`src/design/sfd_pkg.sv`:
```
// Shared types and constants for the sensor frame deframer.
package sfd_pkg;

    localparam int unsigned ByteW   = 8;
    localparam int unsigned LenW    = 16;
    localparam int unsigned CountW  = 17;
    localparam int unsigned StatusW = 3;
    localparam int unsigned AddrW   = 5;
    localparam int unsigned DataW   = 32;

    // Result status codes
    localparam logic [StatusW-1:0] ST_HUNT_MISS = 3'd0;
    localparam logic [StatusW-1:0] ST_BUSY      = 3'd1;
    localparam logic [StatusW-1:0] ST_SUM_BAD   = 3'd2;
    localparam logic [StatusW-1:0] ST_LEN_BAD   = 3'd3;
    localparam logic [StatusW-1:0] ST_UNKNOWN   = 3'd4;
    localparam logic [StatusW-1:0] ST_GOOD      = 3'd5;

    // Register indexes (byte address / 4)
    localparam logic [2:0] REG_HEADER    = 3'd0;
    localparam logic [2:0] REG_WHEEL_ID  = 3'd1;
    localparam logic [2:0] REG_IMU_ID    = 3'd2;
    localparam logic [2:0] REG_ROVER_ID  = 3'd3;
    localparam logic [2:0] REG_BASE_ID   = 3'd4;
    localparam logic [2:0] REG_WHEEL_LEN = 3'd5;
    localparam logic [2:0] REG_IMU_LEN   = 3'd6;

    // Register reset values
    localparam logic [ByteW-1:0] RST_HEADER    = 8'd170;
    localparam logic [ByteW-1:0] RST_WHEEL_ID  = 8'd1;
    localparam logic [ByteW-1:0] RST_IMU_ID    = 8'd2;
    localparam logic [ByteW-1:0] RST_ROVER_ID  = 8'd3;
    localparam logic [ByteW-1:0] RST_BASE_ID   = 8'd4;
    localparam logic [LenW-1:0]  RST_WHEEL_LEN = 16'd20;
    localparam logic [LenW-1:0]  RST_IMU_LEN   = 16'd44;

    // Byte positions of the id, the length bytes and the first payload byte within a frame
    localparam logic [CountW-1:0] POS_ID      = 17'd1;
    localparam logic [CountW-1:0] POS_LEN_LO  = 17'd2;
    localparam logic [CountW-1:0] POS_LEN_HI  = 17'd3;
    localparam logic [CountW-1:0] POS_PAYLOAD = 17'd4;

    typedef struct packed {
        logic [ByteW-1:0] header_byte;
        logic [ByteW-1:0] wheel_id;
        logic [ByteW-1:0] imu_id;
        logic [ByteW-1:0] rover_id;
        logic [ByteW-1:0] base_id;
        logic [LenW-1:0]  wheel_length;
        logic [LenW-1:0]  imu_length;
    } cfg_t;

    typedef struct packed {
        logic             payload_strobe;
        logic [ByteW-1:0] payload_byte;
        logic [ByteW-1:0] message_id;
        logic [StatusW-1:0] status;
    } result_t;

endpackage

```
`src/design/sensor_frame_deframer_top.sv`:
```
// Top level of the sensor frame deframer.
//
// Usage: received bytes enter on the s_ stream channel, one per transfer.
// Every accepted byte gives exactly one result transfer on the m_ channel:
// a status code (hunt miss, in progress, checksum bad, length mismatch,
// unknown id, frame good), the frame id on a good frame, and the byte itself
// with a strobe when it lies in the payload. Payload is forwarded, not held.
// Output: each result is registered in the output stage and waits there while m_tready is low.
// Throughput: one byte per cycle while s_tready is high; counter, checksum and verdict all settle
// in the single logic stage between the input and the result register.
// Stall: a two-entry output stage keeps s_tready high while one result waits;
// a second waiting result drops s_tready until m_tready drains the stage.
// Reset (aresetn low, synchronous): return to hunting for the header, clear
// checksum and length state, empty the output stage, and load the register
// defaults (header 0xAA, ids 1..4, lengths 20 and 44).
// Registers sit on the APB-style port at byte addresses 0x00 to 0x18;
// write them only while the stream is idle.
module sensor_frame_deframer_top (
    input  logic                       aclk,
    input  logic                       aresetn,
    // Input stream
    input  logic                       s_tvalid,
    output logic                       s_tready,
    input  logic [7:0]                 s_tdata,   // [7:0] rx_byte
    // Result stream
    output logic                       m_tvalid,
    input  logic                       m_tready,
    output logic [23:0]                m_tdata,   // [2:0] status, [10:3] message_id,
                                                  // [18:11] payload_byte, [23:19] zero
    output logic                       m_tuser,   // [0] payload_strobe
    // Configuration port
    input  logic                       psel,
    input  logic                       penable,
    input  logic                       pwrite,
    input  logic [sfd_pkg::AddrW-1:0]  paddr,
    input  logic [sfd_pkg::DataW-1:0]  pwdata,
    output logic [sfd_pkg::DataW-1:0]  prdata,
    output logic                       pready
);

    sfd_pkg::cfg_t    cfg;
    sfd_pkg::result_t parse_result;
    sfd_pkg::result_t out_result;
    logic             accept;

    // Registers never stall the bus
    assign pready = 1'b1;

    // A byte is consumed by the parser exactly when the stream transfer completes
    assign accept = s_tvalid && s_tready;

    sfd_cfg_regs u_cfg (
        .aclk    (aclk),
        .aresetn (aresetn),
        .psel    (psel),
        .penable (penable),
        .pwrite  (pwrite),
        .paddr   (paddr),
        .pwdata  (pwdata),
        .prdata  (prdata),
        .cfg     (cfg)
    );

    sfd_parser u_parser (
        .aclk    (aclk),
        .aresetn (aresetn),
        .accept  (accept),
        .rx_byte (s_tdata),
        .cfg     (cfg),
        .result  (parse_result)
    );

    // Park the result here so the receiver may stall without losing bytes
    sfd_out_skid u_out (
        .aclk      (aclk),
        .aresetn   (aresetn),
        .in_valid  (s_tvalid),
        .in_ready  (s_tready),
        .in_data   (parse_result),
        .out_valid (m_tvalid),
        .out_ready (m_tready),
        .out_data  (out_result)
    );

    // Pack the result fields, lowest field first, zero fill to whole bytes
    assign m_tdata = {5'd0, out_result.payload_byte, out_result.message_id, out_result.status};
    assign m_tuser = out_result.payload_strobe;

    a_id_only_on_good: assert property (@(posedge aclk) disable iff (!aresetn)
        m_tvalid && m_tdata[2:0] != sfd_pkg::ST_GOOD |-> m_tdata[10:3] == 8'd0)
        else $error("message id shown on a frame that is not good");

    a_payload_zero_without_strobe: assert property (@(posedge aclk) disable iff (!aresetn)
        m_tvalid && !m_tuser |-> m_tdata[18:11] == 8'd0)
        else $error("payload byte shown without its strobe");

    a_stall_keeps_input_open: assert property (@(posedge aclk) disable iff (!aresetn)
        $past(aresetn) && !m_tvalid |-> s_tready)
        else $error("input blocked while the output stage is empty");

endmodule

```
`src/design/sfd_cfg_regs.sv`:
```
// Configuration register bank with APB-style access.
module sfd_cfg_regs (
    input  logic                         aclk,
    input  logic                         aresetn,
    input  logic                         psel,
    input  logic                         penable,
    input  logic                         pwrite,
    input  logic [sfd_pkg::AddrW-1:0]    paddr,
    input  logic [sfd_pkg::DataW-1:0]    pwdata,
    output logic [sfd_pkg::DataW-1:0]    prdata,
    output sfd_pkg::cfg_t                cfg
);

    sfd_pkg::cfg_t cfg_reg;
    logic [2:0]    reg_index;
    logic          wr_en;

    assign reg_index = paddr[4:2];
    assign wr_en     = psel & penable & pwrite;
    assign cfg       = cfg_reg;

    always_ff @(posedge aclk) begin
        if (!aresetn) begin
            cfg_reg.header_byte  <= sfd_pkg::RST_HEADER;
            cfg_reg.wheel_id     <= sfd_pkg::RST_WHEEL_ID;
            cfg_reg.imu_id       <= sfd_pkg::RST_IMU_ID;
            cfg_reg.rover_id     <= sfd_pkg::RST_ROVER_ID;
            cfg_reg.base_id      <= sfd_pkg::RST_BASE_ID;
            cfg_reg.wheel_length <= sfd_pkg::RST_WHEEL_LEN;
            cfg_reg.imu_length   <= sfd_pkg::RST_IMU_LEN;
        end else if (wr_en) begin
            case (reg_index)
                sfd_pkg::REG_HEADER:    cfg_reg.header_byte  <= pwdata[7:0];
                sfd_pkg::REG_WHEEL_ID:  cfg_reg.wheel_id     <= pwdata[7:0];
                sfd_pkg::REG_IMU_ID:    cfg_reg.imu_id       <= pwdata[7:0];
                sfd_pkg::REG_ROVER_ID:  cfg_reg.rover_id     <= pwdata[7:0];
                sfd_pkg::REG_BASE_ID:   cfg_reg.base_id      <= pwdata[7:0];
                sfd_pkg::REG_WHEEL_LEN: cfg_reg.wheel_length <= pwdata[15:0];
                sfd_pkg::REG_IMU_LEN:   cfg_reg.imu_length   <= pwdata[15:0];
                default: ;
            endcase
        end
    end

    always_comb begin
        case (reg_index)
            sfd_pkg::REG_HEADER:    prdata = {24'd0, cfg_reg.header_byte};
            sfd_pkg::REG_WHEEL_ID:  prdata = {24'd0, cfg_reg.wheel_id};
            sfd_pkg::REG_IMU_ID:    prdata = {24'd0, cfg_reg.imu_id};
            sfd_pkg::REG_ROVER_ID:  prdata = {24'd0, cfg_reg.rover_id};
            sfd_pkg::REG_BASE_ID:   prdata = {24'd0, cfg_reg.base_id};
            sfd_pkg::REG_WHEEL_LEN: prdata = {16'd0, cfg_reg.wheel_length};
            sfd_pkg::REG_IMU_LEN:   prdata = {16'd0, cfg_reg.imu_length};
            default:                prdata = '0;
        endcase
    end

endmodule

```
`src/design/sfd_parser.sv`:
```
// Frame parser: position counter, running checksum and frame verdict.
module sfd_parser (
    input  logic                       aclk,
    input  logic                       aresetn,
    input  logic                       accept,
    input  logic [sfd_pkg::ByteW-1:0]  rx_byte,
    input  sfd_pkg::cfg_t              cfg,
    output sfd_pkg::result_t           result
);

    logic [sfd_pkg::CountW-1:0] count_reg, count_next;
    logic [sfd_pkg::ByteW-1:0]  sum_reg, sum_next;
    logic [sfd_pkg::ByteW-1:0]  id_reg, id_next;
    logic [sfd_pkg::ByteW-1:0]  len_lo_reg, len_lo_next;
    logic [sfd_pkg::LenW-1:0]   len_reg, len_next;

    logic [sfd_pkg::CountW-1:0] end_pos;
    logic                       in_body;
    logic                       frame_end;
    logic [sfd_pkg::StatusW-1:0] verdict;

    assign end_pos   = {1'b0, len_reg} + sfd_pkg::POS_PAYLOAD;
    assign in_body   = (count_reg >= sfd_pkg::POS_PAYLOAD);
    assign frame_end = in_body && (count_reg == end_pos);

    // Checksum first, then the id ladder in priority order
    always_comb begin
        if (sum_reg != rx_byte) begin
            verdict = sfd_pkg::ST_SUM_BAD;
        end else if (id_reg == cfg.wheel_id) begin
            verdict = (len_reg == cfg.wheel_length) ? sfd_pkg::ST_GOOD : sfd_pkg::ST_LEN_BAD;
        end else if (id_reg == cfg.imu_id) begin
            verdict = (len_reg == cfg.imu_length) ? sfd_pkg::ST_GOOD : sfd_pkg::ST_LEN_BAD;
        end else if (id_reg == cfg.rover_id || id_reg == cfg.base_id) begin
            verdict = sfd_pkg::ST_GOOD;
        end else begin
            verdict = sfd_pkg::ST_UNKNOWN;
        end
    end

    always_comb begin
        count_next  = count_reg;
        sum_next    = sum_reg;
        id_next     = id_reg;
        len_lo_next = len_lo_reg;
        len_next    = len_reg;
        result      = '0;
        result.status = sfd_pkg::ST_BUSY;
        if (count_reg == '0) begin
            if (rx_byte != cfg.header_byte) begin
                result.status = sfd_pkg::ST_HUNT_MISS;
            end else begin
                sum_next   = rx_byte;
                count_next = sfd_pkg::POS_ID;
            end
        end else if (frame_end) begin
            count_next    = '0;
            result.status = verdict;
            if (verdict == sfd_pkg::ST_GOOD) begin
                result.message_id = id_reg;
            end
        end else begin
            if (count_reg == sfd_pkg::POS_ID) begin
                id_next = rx_byte;
            end
            if (count_reg == sfd_pkg::POS_LEN_LO) begin
                len_lo_next = rx_byte;
            end
            if (count_reg == sfd_pkg::POS_LEN_HI) begin
                len_next = {rx_byte, len_lo_reg};
            end
            // Body bytes short of the checksum byte are payload
            if (in_body) begin
                result.payload_byte   = rx_byte;
                result.payload_strobe = 1'b1;
            end
            sum_next   = sum_reg + rx_byte;
            count_next = count_reg + 1'b1;
        end
    end

    always_ff @(posedge aclk) begin
        if (!aresetn) begin
            count_reg  <= '0;
            sum_reg    <= '0;
            id_reg     <= '0;
            len_lo_reg <= '0;
            len_reg    <= '0;
        end else if (accept) begin
            count_reg  <= count_next;
            sum_reg    <= sum_next;
            id_reg     <= id_next;
            len_lo_reg <= len_lo_next;
            len_reg    <= len_next;
        end
    end

    a_end_returns_to_hunt: assert property (@(posedge aclk) disable iff (!aresetn)
        accept && frame_end |=> count_reg == '0)
        else $error("counter did not return to hunting after the checksum byte");

    a_miss_keeps_hunting: assert property (@(posedge aclk) disable iff (!aresetn)
        accept && count_reg == '0 && rx_byte != cfg.header_byte |=> count_reg == '0)
        else $error("counter left hunting without a header byte");

    a_count_bounded: assert property (@(posedge aclk) disable iff (!aresetn)
        count_reg <= end_pos || count_reg <= sfd_pkg::POS_LEN_HI)
        else $error("counter ran past the end of the frame");

    a_strobe_only_busy: assert property (@(posedge aclk) disable iff (!aresetn)
        result.payload_strobe |-> result.status == sfd_pkg::ST_BUSY)
        else $error("payload strobe raised outside a frame body");

endmodule

```
`src/design/sfd_out_skid.sv`:
```
// Two-entry output register with skid stage.
module sfd_out_skid (
    input  logic               aclk,
    input  logic               aresetn,
    input  logic               in_valid,
    output logic               in_ready,
    input  sfd_pkg::result_t   in_data,
    output logic               out_valid,
    input  logic               out_ready,
    output sfd_pkg::result_t   out_data
);

    logic             main_valid_reg;
    sfd_pkg::result_t main_reg;
    logic             skid_valid_reg;
    sfd_pkg::result_t skid_reg;
    logic             push;
    logic             main_free;

    assign in_ready  = !skid_valid_reg;
    assign push      = in_valid && in_ready;
    assign main_free = !main_valid_reg || out_ready;
    assign out_valid = main_valid_reg;
    assign out_data  = main_reg;

    always_ff @(posedge aclk) begin
        if (!aresetn) begin
            main_valid_reg <= 1'b0;
            skid_valid_reg <= 1'b0;
        end else begin
            if (main_free) begin
                if (skid_valid_reg) begin
                    main_valid_reg <= 1'b1;
                    skid_valid_reg <= 1'b0;
                end else begin
                    main_valid_reg <= push;
                end
            end else if (push) begin
                skid_valid_reg <= 1'b1;
            end
        end
    end

    always_ff @(posedge aclk) begin
        if (main_free) begin
            main_reg <= skid_valid_reg ? skid_reg : in_data;
        end
        if (!main_free && push) begin
            skid_reg <= in_data;
        end
    end

endmodule
```
`config.mk`:
```
export PLATFORM = sky130hd
export DESIGN_NAME = sensor_frame_deframer_top
export DESIGN_NICKNAME = d
export VERILOG_FILES = /design/src/design/sfd_pkg.sv /design/src/design/sensor_frame_deframer_top.sv /design/src/design/sfd_cfg_regs.sv /design/src/design/sfd_parser.sv /design/src/design/sfd_out_skid.sv
export SDC_FILE = /design/constraint.sdc
export NUM_CORES = 1
export LEC_CHECK = 0
export ABC_AREA = 1
export BUFFER_PORTS_ARGS = -buffer_cell sky130_fd_sc_hd__buf_4
export CAP_MARGIN = 20
export CORE_MARGIN = 4
export CORE_UTILIZATION = 40
export CTS_CLUSTER_DIAMETER = 40
export CTS_CLUSTER_SIZE = 16
export DETAILED_ROUTE_END_ITERATION = 10
export PLACE_DENSITY_LB_ADDON = 0.15
export RECOVER_POWER = 25
export SLEW_MARGIN = 40
export SYNTH_ARGS = -nofsm -noshare
export SYNTH_HDL_FRONTEND = slang
export SYNTH_SLANG_ARGS = --single-unit
```
`constraint.sdc`:
```
create_clock -name aclk -period 2.8 [get_ports aclk]
set_clock_uncertainty 0.15 [all_clocks]
set_input_delay 0.14 -clock aclk [delete_from_list [all_inputs] [get_ports aclk]]
set_output_delay 0.14 -clock aclk [all_outputs]
set_load 0.03 [all_outputs]
```
==> results_dict.tcl, run 1 <==
set metrics [dict create \
    ys_warn_count 0 \
    hold_depth 2 \
    synth_top_family_by_area "simple AND/OR/NAND/NOR gates" \
    ys_seq_area_frac 0.3951 \
    fin_crit_ps 2563 \
    die_area_um2 26750 \
    grt_max_degree 60 \
    core_um2 23610 \
    gp_congestion 0.8562 \
    cp_common_cell "nand2_1" \
    synthDistinctLibCells 43 \
    cpMaxStageDelayCell "dfxtp_2" \
    die_w_um 163.5 \
    r2r_end "u_out.out_data[15]$_DFFE_PP_" \
    wl_per_cell_um 15.80 \
    grt_usage 0.2130 \
    end_kind "flip-flop" \
    met3_usage 0.03179 \
    via_per_inst 5.012 \
    synth-simple-area-share 0.3281 \
    fillers 2478 \
    synth-xor-area-share 0.06697 \
    grt_pass1_wl_um 45090 \
    criticalPathCategory "reg -> reg" \
    holdPathEnd "u_cfg.cfg[49]$_SDFFE_PN1P_" \
    start_kind "flip-flop" \
    power_density_nw_per_um2 617.3 \
    multiInputGateArea_um2 4951 \
    first_pass_iters 5 \
    worst-path-buf-inv 1 \
    layout.cells.non_filler 1803 \
    synth_area_per_cell_um2 7.018 \
    synth_compound_area_frac 0.08778 \
    cts-htree-levels 4 \
    ir_drop_mv 0.4039 \
    synth_ff_type "dfxtp_1" \
    grt.met1_usage 0.3048 \
    cts_buffers 17 \
    fmax_mhz 390.2 \
    synth_edf_count 40 \
    fin_hold_ws_ps 29.29 \
    syn-cell-area_um2 9678 \
    clk_latency_ps 440 \
    min_from "aresetn" \
    drtIter0Drc 639 \
    hold_viol_final 0 \
    clockRootBuffer "clkbuf_16" \
    antenna_cells 0 \
    internal_power_w 0.004511 \
    regArea_um2 3829 \
    drv_cap 0 \
    seq_power_share 0.405 \
    ant_nets 0 \
    reg2reg_slack_ps 240 \
    grt_pass1_vias 8377 \
    p_leak_nw 4.926 \
    path_cells "ha_2 -> nand2_2 -> nor2_4 -> nand3_1 -> nand2_1 -> nand2_1 -> nand2_1 -> nand3_1 -> nor2_1 -> nand4_1 -> nand2_1 -> buf_4 -> nor2_1 -> nand2_1 -> nand2_1" \
    worst_pin_slew_ps 1170 \
    vias 9036 \
    antenna_found_initial 0 \
    switching_share 0.3532 \
    fin_tns_setup_ps 0 \
    synthCells 1379 \
    path_clk_slew_ps 70 \
    portBuffers 71 \
    dp_cells 1749 \
    final_nets 1536 \
    max_stage_delay_ps 360 \
    layout-drive-gt1-share 0.1018 \
    ys_seq_elements 171 \
    rows 56 \
    worstReg2RegStart "u_parser.len_reg[2]$_SDFFE_PN0P_" \
    crit_required_ps 2840 \
    arrival_ps 2600 \
    slew_violations 0 \
    combinationalPowerShare 0.255 \
    clock_power_share 0.340 \
    slew_headroom 0.2203 \
    path_delay_family "simple AND/OR/NAND/NOR gates" \
    clk_path_buf_depth 2 \
    power.total_w 0.006974 \
    die_h_um 163.5 \
    syn_to_final_growth_pct 16.74 \
    route.detailed.drc 0 \
    status "completed" \
    hpwlAfterDp_um 20680 \
    io_pins 112 \
    final_common_cell "nand2_1" \
    grt_use_met2 0.3360 \
    synth_fa_ha_area_frac 0.01758 \
    gr-max-usage-layer "met2" \
    muxShareOfSynthArea 0 \
    setup_violations 0 \
    drt-total-wl_um 28490 \
    most-common-layout-cells "nand2_1, nor2_1, inv_1" \
    hold_class "in -> reg" \
    start_util 0.4099 \
    period_share 0.9154 \
    power_switching_w 0.002463 \
    grt_overflow_total 0 \
    synth-async-reset-ratio 0 \
    tritoncts "built" \
    worst-path-max-fanout 10 \
    largest_register_ffs 72 \
    r2r_cells 15 \
    clock-sinks 171 \
]
## routing by layer
layer | up-vias | routed length, um
li1 | 4614 | -
met1 | 4103 | 13780
met2 | 281 | 12550
met3 | 38 | 1662
met4 | 0 | 498
met5 | - | 0
## what timing repair did
action | CTS | global route
setup buffers | 0 | 1
hold buffers | 20 | 0
endpoints found under the setup margin | 0 | 69
resized for setup | 0 | 11
endpoints found under the hold margin | 79 | 0
## worst register-to-register path, delay by kind of cell, from the launching register on
| kind | cells | cell delay (ps) |
|---|---|---|
| buffers and inverters | 1 | 170 |
| adders and majority gates | 1 | 190 |
| and+or+nand+nor | 13 | 1480 |
| DFF | 1 | 360 |
## cells in the mapped netlist, types with 3 or more instances
cell type | count | area share
buf_1 | 6 | 0.0023
buf_2 | 8 | 0.0041
or2_2 | 8 | 0.0052
a22oi_1 | 4 | 0.0031
a221oi_1 | 7 | 0.0063
inv_1 | 148 | 0.057
nand3_2 | 3 | 0.0031
nand2_1 | 319 | 0.12
clkbuf_1 | 32 | 0.012
xnor2_1 | 51 | 0.046
nand2_2 | 5 | 0.0032
o22ai_1 | 6 | 0.0039
o21ai_0 | 80 | 0.041
edfxtp_1 | 40 | 0.12
nor2_2 | 4 | 0.0026
nand3_1 | 79 | 0.041
xor2_1 | 23 | 0.021
buf_4 | 24 | 0.019
nor3_1 | 25 | 0.013
nor2_1 | 214 | 0.083
buf_6 | 5 | 0.0058
a21oi_1 | 40 | 0.021
nand4_1 | 73 | 0.047
dfxtp_1 | 131 | 0.27
inv_2 | 4 | 0.0016
a22o_1 | 7 | 0.0063
ha_1 | 12 | 0.016
## kinds of logic (layout without fill, tap and decap cells)
family / count (synthesis) / count (layout)
and+or+nand+nor: 737 / 737
buffers and inverters: 230 / 315
DFF: 171 / 171
AOI/OAI and AO/OA: 152 / 152
xor gates and xnor gates: 74 / 74
adders and majority gates: 13 / 13
other: 2 / 22
## worst max-delay path by stage
stage / startpoint / end / slack, ps / cells after the start
3_5_place_dp: u_parser.len_reg[2]$_SDFFE_PN0P_ / u_out.skid_reg[3]$_DFFE_PP_ / 120 / 11
2_1_floorplan: u_out.out_valid$_SDFFE_PN0P_ / u_out.skid_reg[0]$_DFFE_PP_ / 440 / 4
5_1_grt: u_parser.len_reg[2]$_SDFFE_PN0P_ / u_out.out_data[17]$_DFFE_PP_ / -2 / 15
3_3_place_gp: u_parser.len_reg[2]$_SDFFE_PN0P_ / u_out.skid_reg[3]$_DFFE_PP_ / 170 / 11
6_report: u_parser.len_reg[2]$_SDFFE_PN0P_ / u_out.out_data[15]$_DFFE_PP_ / 240 / 15
4_1_cts: u_parser.len_reg[2]$_SDFFE_PN0P_ / u_out.skid_reg[3]$_DFFE_PP_ / 80 / 11
## per-stage QoR
stage,setup slack [ps],utilization,cell area [um^2]
after floorplan,441.0,-,9758
after global placement,173.3,0.4469,10550
after detailed placement,115.5,0.4469,10550
after CTS,78.94,0.4800,11330
after global routing,-2.383,0.4785,11300
final,236.9,0.4785,11300
## layout make-up
| class | instances | share of cell area |
|---|---|---|
| clock inverters | 15 | 0.01395 |
| clock buffers | 17 | 0.03765 |
| multi-input cells | 998 | 0.4382 |
| repair buffers | 130 | 0.08516 |
| well taps | 319 | 0.03533 |
| inverters | 153 | 0.05083 |
| flip-flops and latches | 171 | 0.3389 |
## power by group through the flow
| stage | registers, W | logic, W | clock network (W) |
|---|---|---|---|
| 2_1_floorplan | 0.00295 | 0.00119 | 0 |
| 3_3_place_gp | 0.00288 | 0.00176 | 0 |
| 3_5_place_dp | 0.00288 | 0.00177 | 0 |
| 4_1_cts | 0.00283 | 0.00181 | 0.00241 |
| 5_1_grt | 0.00284 | 0.00201 | 0.00251 |
| 6_report | 0.00283 | 0.00178 | 0.00237 |
No activity file was read; power rests on OpenSTA's default activity.
==> inputs of run 2 (changes only) <==
Settings changed: MAX_ROUTING_LAYER set to met4.
==> run 2 against run 1 <==
  * Count of clock-buffer cells in the layout stayed put
  * Sequential cell count did not move
  * Combinational power up 2%
  * Critical path depth stayed put
  * Cell area increased by 1.7%
  * Utilization increased by 0.81 points
  * Worst setup slack worse by 42 ps
  * Die area unchanged
  * Power is 2.9% higher
  * Via count grew 1.6%
  * Global-route usage up 0.85 points
  * Critical endpoint is now u_parser.len_reg[15]$_SDFFE_PN0P_
  * Worst hold slack worse by 20 ps
==> results_dict.tcl, run 2 (synthesis gave the netlist of run 1 again) <==
set metrics [dict create \
    status "completed" \
    internal_power_w 0.004636 \
    max_stage_delay_ps 380 \
    seq_power_share 0.393 \
    clockRootBuffer "clkbuf_16" \
    ant_nets 0 \
    hpwlAfterDp_um 20780 \
    die_area_um2 26750 \
    power_density_nw_per_um2 624.4 \
    path_clk_slew_ps 70 \
    drtIter0Drc 775 \
    die_w_um 163.5 \
    clock_power_share 0.353 \
    fin_crit_ps 2605 \
    start_kind "flip-flop" \
    antenna_cells 0 \
    criticalPathCategory "reg -> reg" \
    grt_overflow_total 0 \
    slew_violations 0 \
    most-common-layout-cells "nand2_1, nor2_1, inv_1" \
    switching_share 0.3538 \
    setup_ws_ps 195.0 \
    gp_congestion 0.8857 \
    tritoncts "built" \
    drt-total-wl_um 28960 \
    cts-htree-levels 4 \
    worst-path-max-fanout 8 \
    die_h_um 163.5 \
    syn_to_final_growth_pct 18.71 \
    worst_pin_slew_ps 1080 \
    fin_tns_setup_ps 0 \
    end_kind "flip-flop" \
    hold_viol_final 0 \
    arrival_ps 2830 \
    grt_usage 0.2215 \
    start_util 0.4099 \
    setup_violations 0 \
    portBuffers 71 \
    combinationalPowerShare 0.254 \
    min_from "s_tdata[1]" \
    clk_latency_ps 440 \
    io_pins 112 \
    grt_max_degree 67 \
    path_delay_family "simple AND/OR/NAND/NOR gates" \
    final_cell_area_um2 11490 \
    crit_required_ps 3020 \
    cts_buffers 17 \
    rows 56 \
    clock-sinks 171 \
    first_pass_iters 5 \
    largest_register_ffs 72 \
    route.detailed.drc 0 \
    antenna_found_initial 0 \
    fillers 2428 \
    power_switching_w 0.002538 \
    cpMaxStageDelayCell "dfxtp_4" \
    final_nets 1545 \
    grt_pass1_vias 8411 \
    period_share 0.9304 \
    grt_pass1_wl_um 45540 \
    worstReg2RegStart "u_parser.len_reg[2]$_SDFFE_PN0P_" \
    layout.cells.non_filler 1812 \
    drv_cap 0 \
    via_per_inst 5.065 \
    p_leak_nw 5.027 \
    path_cells "ha_2 -> nand2_4 -> nor2_4 -> nand3_1 -> nand3_1 -> nand2_1 -> nor2_1 -> nand2_1 -> nor2_1 -> nand4_1 -> buf_12 -> buf_2 -> nand4_1 -> nand2_1 -> nor2_1" \
    worst-path-buf-inv 2 \
    wl_per_cell_um 15.98 \
    place_area_um2 10570 \
    clk_path_buf_depth 2 \
    place_ws_ps 56.97 \
    fmax_mhz 383.9 \
    slew_headroom 0.2798 \
    hold_class "in -> reg" \
    dp_cells 1750 \
    vias 9178 \
    layout-drive-gt1-share 0.1105 \
    ir_drop_mv 0.4002 \
    core_um2 23610 \
    startpoint "u_parser.len_reg[2]$_SDFFE_PN0P_" \
    final_common_cell "nand2_1" \
]
-- run 2: changes by cell type in the layout (fill, tap and decap cells not counted), sizes merged --
cell and change:
buf +10, bufinv +1, clkbuf -2, clkinv -3
inv +2, nand3 +1
-- run 2: power by group through the flow --
stage               clock, W  combinational (W)  sequential [W]
finish               0.00253            0.00182         0.00282
floorplan                  0            0.00119         0.00295
detailed placement         0            0.00179         0.00287
CTS                  0.00258            0.00181         0.00282
global placement           0            0.00178         0.00287
global route         0.00268            0.00204         0.00283
-- run 2: cell type report --
| cell class | instances | area, um^2 | area share |
|---|---|---|---|
| multi-input combinational | 999 | 5004 | 0.4355 |
| sequential | 171 | 3830 | 0.3334 |
| timing repair buffer | 138 | 1062 | 0.09246 |
| inverter | 153 | 574.3 | 0.04999 |
| clock buffer | 17 | 425.4 | 0.03703 |
| tap | 319 | 399.1 | 0.03474 |
| clock inverter | 15 | 193.9 | 0.01688 |
-- run 2: worst reg2reg max path, delay by kind of cell, from the launching register on --
family	cells	cell delay, ps
adders and majority gates	1	200
buffers and inverters	2	400
DFF	1	380
and+or+nand+nor	12	1420
-- run 2: path summary, 6_finish.rpt --
kind                                            end  slack (ps)  depth (start not counted)
setup / recovery  u_parser.len_reg[15]$_SDFFE_PN0P_         190                         15
setup reg to reg  u_parser.len_reg[15]$_SDFFE_PN0P_         190                         15
hold / removal     u_parser.sum_reg[1]$_SDFFE_PN0P_           9                          5
hold reg to reg    u_parser.sum_reg[2]$_SDFFE_PN0P_         320                          2
-- run 2: repair_timing --
action,CTS,global route
hold buffers,20,0
setup buffers,0,7
endpoints found under the hold margin,76,0
gates resized for setup,0,17
endpoints found under the setup margin,0,75
-- run 2: per-layer routing --
| layer | GRT usage | wire length (um) | vias up |
|---|---|---|---|
| met1 | 0.3152 | 13940 | 4267 |
| li1 | - | - | 4631 |
| met4 | 0.05452 | 364 | 0 |
| met2 | 0.3385 | 13150 | 250 |
| met3 | 0.02549 | 1513 | 30 |
| met5 | - | 0 | - |
-- run 2: per-stage QoR --
step / power [W] / util / hold slack [ps]
finish: 0.007173 / 0.4865 / 9.323
global route: 0.007556 / 0.4865 / 39.51
CTS: 0.007207 / 0.4824 / 0.2142
detailed placement: 0.004659 / 0.4477 / 228.6
global placement: 0.004648 / 0.4477 / 225.5
floorplan: 0.004141 / - / 103.2
==> inputs of run 3 (changes only) <==
==> constraint.sdc (replaced) <==
create_clock -name aclk -period 2.8 [get_ports aclk]
set_clock_uncertainty 0.15 [all_clocks]
set_input_delay 0.28 -clock aclk [delete_from_list [all_inputs] [get_ports aclk]]
set_output_delay 0.28 -clock aclk [all_outputs]
set_load 0.03 [all_outputs]
==> run 3 against run 2 <==
  * Register-to-register slack hardly changed
  * Sequential cell count is the same
  * Final cell count decreased by 0.83%
  * Sequential share of layout area rose by 0.66 points
  * Combinational power about the same
  * Cell area is 2.0% lower
  * Via count shrank 1.2%
  * Global-route usage fell by 0.48 points
  * Largest cell class unchanged
  * Largest power group unchanged
==> results_dict.tcl, run 3 (synthesis gave the netlist of run 1 again) <==
set metrics [dict create \
    regArea_um2 3827 \
    grt.met1_usage 0.3116 \
    power_switching_w 0.002451 \
    cts_buffers 17 \
    clk_latency_ps 430 \
    vias 9064 \
    drv_cap 0 \
    switching_share 0.3515 \
    ant_nets 0 \
    first_pass_iters 5 \
    hold_class "in -> reg" \
    gp_congestion 0.9084 \
    clk_path_buf_depth 2 \
    ir_drop_mv 0.3647 \
    die_area_um2 26750 \
    final_common_cell "nand2_1" \
    multiInputGateArea_um2 4957 \
    worst-path-max-fanout 24 \
    final_nets 1530 \
    p_leak_nw 4.936 \
    worst_pin_slew_ps 837.3 \
    gr-max-usage-layer "met2" \
    seq_power_share 0.404 \
    fin_tns_setup_ps 0 \
    internal_power_w 0.004523 \
    core_um2 23610 \
    slew_headroom 0.4412 \
    grt_usage 0.2167 \
    hpwlAfterDp_um 20660 \
    grt_overflow_total 0 \
    clock-sinks 171 \
    cpMaxStageDelayCell "dfxtp_1" \
    path_cells "nand2_1 -> nor2_2 -> nand3_1 -> nand3_1 -> nand3_1 -> nor2_1 -> nand4_1 -> buf_12 -> nand2_2 -> nand2_1 -> nand2_2 -> nor2_1" \
    most-common-layout-cells "nand2_1, nor2_1, inv_1" \
    clockRootBuffer "clkbuf_16" \
    arrival_ps 2790 \
    final_util 0.4768 \
    hold_viol_final 0 \
    cp_common_cell "nand3_1" \
    rows 56 \
    slew_violations 0 \
    die_w_um 163.5 \
    die_h_um 163.5 \
    crit_required_ps 2970 \
    fin_crit_ps 2615 \
    path_clk_slew_ps 70 \
    syn_to_final_growth_pct 16.33 \
    largest_register_ffs 72 \
    portBuffers 71 \
    grt_pass1_wl_um 44480 \
    drtIter0Drc 698 \
    end_kind "flip-flop" \
    grt_max_degree 52 \
    start_kind "flip-flop" \
    io_pins 112 \
    fmax_mhz 382.4 \
    fillers 2432 \
    combinationalPowerShare 0.257 \
    via_per_inst 5.044 \
    rsz0062_at_grt "no" \
    power_density_nw_per_um2 619.5 \
    setup_violations 0 \
    period_share 0.9340 \
    status "completed" \
    wl_per_cell_um 15.70 \
    max_stage_delay_ps 450 \
    grt_use_met2 0.3294 \
    antenna_cells 0 \
    met3_usage 0.02776 \
    start_util 0.4099 \
    grt_pass1_vias 8176 \
    cts-htree-levels 4 \
    clock_power_share 0.339 \
    tritoncts "built" \
    route.detailed.drc 0 \
    antenna_found_initial 0 \
    layout-drive-gt1-share 0.1049 \
    criticalPathCategory "reg -> reg" \
    drt-total-wl_um 28210 \
]
run 3: area by class of cell:
cell class | instances | area share
multi-input combinational | 999 | 0.4403
sequential | 171 | 0.3400
timing repair buffer | 123 | 0.08191
tap | 319 | 0.03545
clock buffer | 18 | 0.03812
inverter | 153 | 0.05101
clock inverter | 14 | 0.01323
run 3: per-layer routing:
layer  wire length, um  vias up
met3              1820       22
li1                  -     4602
met4               294        0
met2             12700      285
met5                 0        -
met1             13390     4155
run 3: worst paths after layout:
kind / start / end / slack (ps) / depth (start not counted)
setup / recovery: u_parser.len_reg[11]$_SDFFE_PN0P_ / u_parser.count_reg[1]$_SDFFE_PN0P_ / 180 / 12
hold / removal: pwdata[2] / u_cfg.cfg[18]$_SDFFE_PN1P_ / 20 / 3
setup reg to reg: u_parser.len_reg[11]$_SDFFE_PN0P_ / u_parser.count_reg[1]$_SDFFE_PN0P_ / 180 / 12
hold reg to reg: u_parser.sum_reg[5]$_SDFFE_PN0P_ / u_parser.sum_reg[5]$_SDFFE_PN0P_ / 320 / 2
run 3: per-stage QoR:
step / area [um^2] / hold slack (ps) / power (W) / setup slack, ps / std cells
after floorplan: 9758 / 243.2 / 0.004141 / 441.0 / 1399
after global placement: 10580 / 305.6 / 0.004649 / 124.2 / 1751
after detailed placement: 10580 / 311.5 / 0.004666 / 92.77 / 1751
after CTS: 11270 / 5.904 / 0.007039 / 86.10 / 1794
after global routing: 11260 / 18.65 / 0.007372 / 1.359 / 1797
final: 11260 / 18.23 / 0.006974 / 184.7 / 1797
run 3: power groups by stage:
stage	sequential, W	clock, W	combinational (W)
6_report	0.00282	0.00236	0.00179
5_1_grt	0.00283	0.00252	0.00202
4_1_cts	0.00282	0.00241	0.00181
3_5_place_dp	0.00287	0	0.00179
3_3_place_gp	0.00287	0	0.00178
2_1_floorplan	0.00295	0	0.00119
run 3: what timing repair did:
item	CTS	global route
hold buffers	11	0
setup endpoints to repair	0	57
hold endpoints to repair	20	0
gates resized for setup	0	7
setup buffers	0	1
run 3: worst max-delay path, delay by kind of cell (launching register included):
family,cells,cell delay (ps)
buf+inv,1,220
flops,1,450
simple gates,11,1700
